[src/hdl/arlt_pkg.sv]
// Shared types and constants of the address region lookup table.
package arlt_pkg;

    localparam int ENTRIES = 64;
    localparam int IDX_W   = (ENTRIES > 1) ? $clog2(ENTRIES) : 1;

    localparam logic [1:0] OP_LOAD   = 2'd0;
    localparam logic [1:0] OP_UNLOAD = 2'd1;
    localparam logic [1:0] OP_LOOKUP = 2'd2;

    localparam logic [1:0] ST_OK   = 2'd0;
    localparam logic [1:0] ST_MISS = 2'd1;
    localparam logic [1:0] ST_FULL = 2'd2;

    typedef struct packed {
        logic [1:0]  opcode;
        logic [31:0] handle;
        logic [31:0] region_base;
        logic [31:0] region_size;
        logic [31:0] address;
    } t_in_item;

    typedef struct packed {
        logic [1:0]  status;
        logic [31:0] found_handle;
        logic [31:0] offset;
    } t_out_item;

    typedef struct packed {
        logic [31:0] handle;
        logic [31:0] base;
        logic [31:0] size;
    } t_slot;

    typedef struct packed {
        logic             start;
        logic             step;
        logic [IDX_W-1:0] idx;
        logic             finish;
    } t_dp_cmd;

    typedef struct packed {
        logic out_busy;
    } t_dp_sts;

endpackage

[src/hdl/arlt_ctrl.sv]
// Sequencer that walks the slots once per item and releases the result.
module arlt_ctrl (
    input  logic              i_clk,
    input  logic              i_rst_n,
    input  logic              i_in_valid,
    output logic              o_in_stall,
    input  arlt_pkg::t_dp_sts i_sts,
    output arlt_pkg::t_dp_cmd o_cmd
);

    typedef enum logic [1:0] {
        S_IDLE,
        S_SCAN,
        S_DRAIN,
        S_FINISH
    } t_state;

    t_state                     r_state;
    logic [arlt_pkg::IDX_W-1:0] r_cnt;

    always_ff @(posedge i_clk) begin
        if (!i_rst_n) begin
            r_state <= S_IDLE;
            r_cnt   <= '0;
        end else begin
            unique case (r_state)
                S_IDLE: begin
                    r_cnt <= '0;
                    if (i_in_valid) begin
                        r_state <= S_SCAN;
                    end
                end
                S_SCAN: begin
                    if (r_cnt == arlt_pkg::IDX_W'(arlt_pkg::ENTRIES - 1)) begin
                        r_state <= S_DRAIN;
                    end else begin
                        r_cnt <= r_cnt + 1'b1;
                    end
                end
                S_DRAIN: begin
                    r_state <= S_FINISH;
                end
                S_FINISH: begin
                    if (!i_sts.out_busy) begin
                        r_state <= S_IDLE;
                    end
                end
                default: begin
                    r_state <= S_IDLE;
                end
            endcase
        end
    end

    assign o_in_stall   = (r_state != S_IDLE);
    assign o_cmd.start  = (r_state == S_IDLE) && i_in_valid;
    assign o_cmd.step   = (r_state == S_SCAN);
    assign o_cmd.idx    = r_cnt;
    assign o_cmd.finish = (r_state == S_FINISH) && !i_sts.out_busy;

endmodule

[config.mk]
export PLATFORM = sky130hd
export DESIGN_NAME = arlt_ctrl
export DESIGN_NICKNAME = d
export VERILOG_FILES = /design/src/hdl/arlt_pkg.sv /design/src/hdl/arlt_ctrl.sv
export SDC_FILE = /design/constraint.sdc
export NUM_CORES = 1
export LEC_CHECK = 0
export BUFFER_PORTS_ARGS = -buffer_cell sky130_fd_sc_hd__buf_2
export CORE_AREA = 2 2 39 41
export DETAILED_ROUTE_END_ITERATION = 8
export DIE_AREA = 0 0 41 43
export HOLD_SLACK_MARGIN = 0.03
export PLACE_DENSITY = 0.75
export SETUP_SLACK_MARGIN = 0.1
export SYNTH_ARGS = -nofsm -noshare
export SYNTH_HDL_FRONTEND = slang
export SYNTH_SLANG_ARGS = --single-unit
[constraint.sdc]
create_clock -name i_clk -period 1.2 [get_ports i_clk]
set_input_delay 0 -clock i_clk [delete_from_list [all_inputs] [get_ports i_clk]]
set_output_delay 0 -clock i_clk [all_outputs]
set_load 0.005 [all_outputs]
==> results.md <==
* RSZ-0062 raised after global routing: true
* CTS clk-pin slew, worst paths at 0.06 ns
* Nets at 100
* Largest area contributor in the netlist: dfxtp_1
* # IOs at 14
* Critical-path maximum fanout at 6
* Hold/Removal Path Class: input port to flip-flop
* Yosys warns at 0
* R2R depth at 5
* Cells after DPL at 99
* Hpwl dp at 978 µm
* Internal at 890 µW
* FF+latch count, synth at 8
* Synthesized Nets at 71
* Reg-to-reg startpoint: r_state[0]$_SDFFE_PN0P_
* Total core area at 1380 µm²
* Failing checks: negative setup slack
* CP startpoint kind: flip-flop
* Max cap viols at 0
* Worst Setup SP: r_state[0]$_SDFFE_PN0P_
* Grt met2 use at 29.7%
* Seq pwr share at 28.7%
* Top cells by area, synth: dfxtp_1, ha_1, mux2i_1
* IO Port Bufs at 13
* Arr. time, crit path at 1.41 ns
* Outcome: complete, but fails checks
* Post-synth cell types at 25
* Hold path start: i_rst_n
* Total CTS buffers at 3
* Full die area at 1760 µm²
* RePlAce Congestion at 0.722
* VDD IR max at 1.26 mV
* Row count at 14
* Final setup margin at -0.0257 ns
* Share of cells above drive strength 1 at 61.1%
* Switching pwr at 557 µW
* Cell area after synthesis at 524 µm²
* Worst hold path cell count at 3
* GRT met3 Usage at 7.85%
* H-tree Lvls at 1
* Clk pwr share at 16.6%
* Hold slack at 0.0680 ns
* Total wire length at 1440 µm
* Hold Buf Count CTS at 0
* Fmax at 816 MHz
* Hold Violations, Final at 0
* Syn-to-layout area delta at 64.9%
* Synthesized area per cell at 8.46 µm²
* Largest net degree at the start of global routing at 12
* Clock skew at 0.00479 ns
* Post-route clock period utilization at 102%
* Most frequent cells in the layout: buf_2, buf_4, nand2_1, inv_1
* Commonest non-fill, non-tap cell in the layout: buf_2
* Vias in the first global route at 520
* Initial Utilization at 37.9%
* WL per Instance at 13.6 µm
* Worst-Margin Slew at 0.246 ns
* Synth top area share at 30.5%
* DR pass1 iterations at 4
* Remaining DRCs at 0
* Mapped Cells at 62
* Initial antenna violation count at 0
* Worst-skew pair later-pin latency at 0.27 ns
* CTS Buffer Depth at 2
* Kind of critical path: flip-flop to flip-flop
* First-pass GRT wire length at 2150 µm
* # diodes at 0
* CTS tree: done
* DR iter-0 viols at 13
* Tmin final at 1.23 ns
* Routed Antenna Nets at 0
* Post-synthesis sequential area ratio at 30.5%
* Setup TNS at -0.0517 ns
* GRT Resource Usage Total at 18.3%
* Clock Sinks at 8
* Vias per cell at 5.16
* Vias at 547
* Leakage at 0.349 nW
* GR peak layer: met2
* Switching share of power at 38.5%
* Final setup violation count at 5
* GR Util met1 at 20.3%
* Die Width at 41 µm
* Critical path required time at 1.39 ns
* Fin cells at 106
* Root Buffer: clkbuf_4
* Vert. Die Dim at 43 µm
* Grt ovf at 0
* Comb power frac at 54.7%
* Worst slew margin at 83.5%
* Final Max Tran Viols at 0
* PwrDens at 1670 nW/µm²
* Worst Setup End Kind: flip-flop
-- power by group through the flow --
stage	Clock, mW	Sequential, mW	Combinational (mW)
floorplan	0	0.407	0.375
global placement	0	0.403	0.645
detailed placement	0	0.409	0.655
CTS	0.246	0.411	0.711
global route	0.262	0.427	0.882
finish	0.240	0.415	0.792
-- timing repair --
action | CTS | global route
resized for setup | 13 | 11
buffers inserted | 1 | 2
setup endpoints to repair | 12 | 12
endpoints found under the hold margin | 0 | 0
pin swaps | 5 | 1
-- state kept, by name, summed over array words and instances (netlist names) --
signal and flops:
r_cnt 6, r_state 2
-- synthesized netlist by cell type (all sizes together) --
master  number
nand3b       1
inv          6
buf          4
nand2        7
nor3b        1
ha           5
a211oi       3
o2111a       1
mux2i        3
a21oi        2
nand2b       2
dfxtp        8
nand3        2
nor2b        1
o21ai        3
nor4         1
nor3         2
nor4bb       1
nor2         1
nand4        1
and4         2
and2         1
o211ai       2
a41oi        2
-- worst paths after layout --
path	slack, ns	to
hold / removal	0.07	r_cnt[1]$_SDFFE_PN0P_
setup / recovery	-0.03	r_state[0]$_SDFFE_PN0P_
setup reg to reg	-0.03	r_state[0]$_SDFFE_PN0P_
hold reg to reg	0.57	r_cnt[2]$_SDFFE_PN0P_
-- area by class of cell --
class	count	area (µm²)
Timing Repair Buffer	28	198
Fill cell	125	519
Tap cell	16	20.0
Clock buffer	4	26.3
Multi-Input combinational cell	44	427
Inverter	6	22.5
Sequential cell	8	171
-- kinds of logic (layout without fill, tap and decap cells) --
| logic type | after synthesis | in the layout | synth area share (%) |
|---|---|---|---|
| adder cells (fa/ha/maj) | 5 | 5 | 11.9 |
| AO/OA/AOI/OAI | 13 | 13 | 17.7 |
| AND/OR/NAND/NOR | 23 | 23 | 24.8 |
| buffers and inverters | 10 | 38 | 9.31 |
| flip-flops | 8 | 8 | 30.5 |
| multiplexers | 3 | 3 | 5.73 |
-- through the flow --
step	utilization [%]	setup slack [ns]	instance area [µm²]	power, mW
after floorplan	-	0.0422	571	0.783
after global placement	52.0	-0.0428	719	1.05
after detailed placement	52.0	-0.0708	719	1.06
after CTS	57.0	-0.0226	788	1.37
after global routing	62.5	-0.0777	865	1.57
final	62.5	-0.0257	865	1.45
-- routing by layer --
metal / vias up / wire, µm
li1: 277 / -
met1: 254 / 629
met2: 13 / 729
met3: 3 / 65
met4: 0 / 16
met5: - / 0
-- worst max-delay path, cell delays in order, from the launching register on --
cell      delay (ns)
dfxtp_4         0.36
buf_12          0.12
ha_4            0.17
inv_2           0.07
o2111a_2        0.22
mux2i_1         0.20
Power figures use the tool's default switching activity.
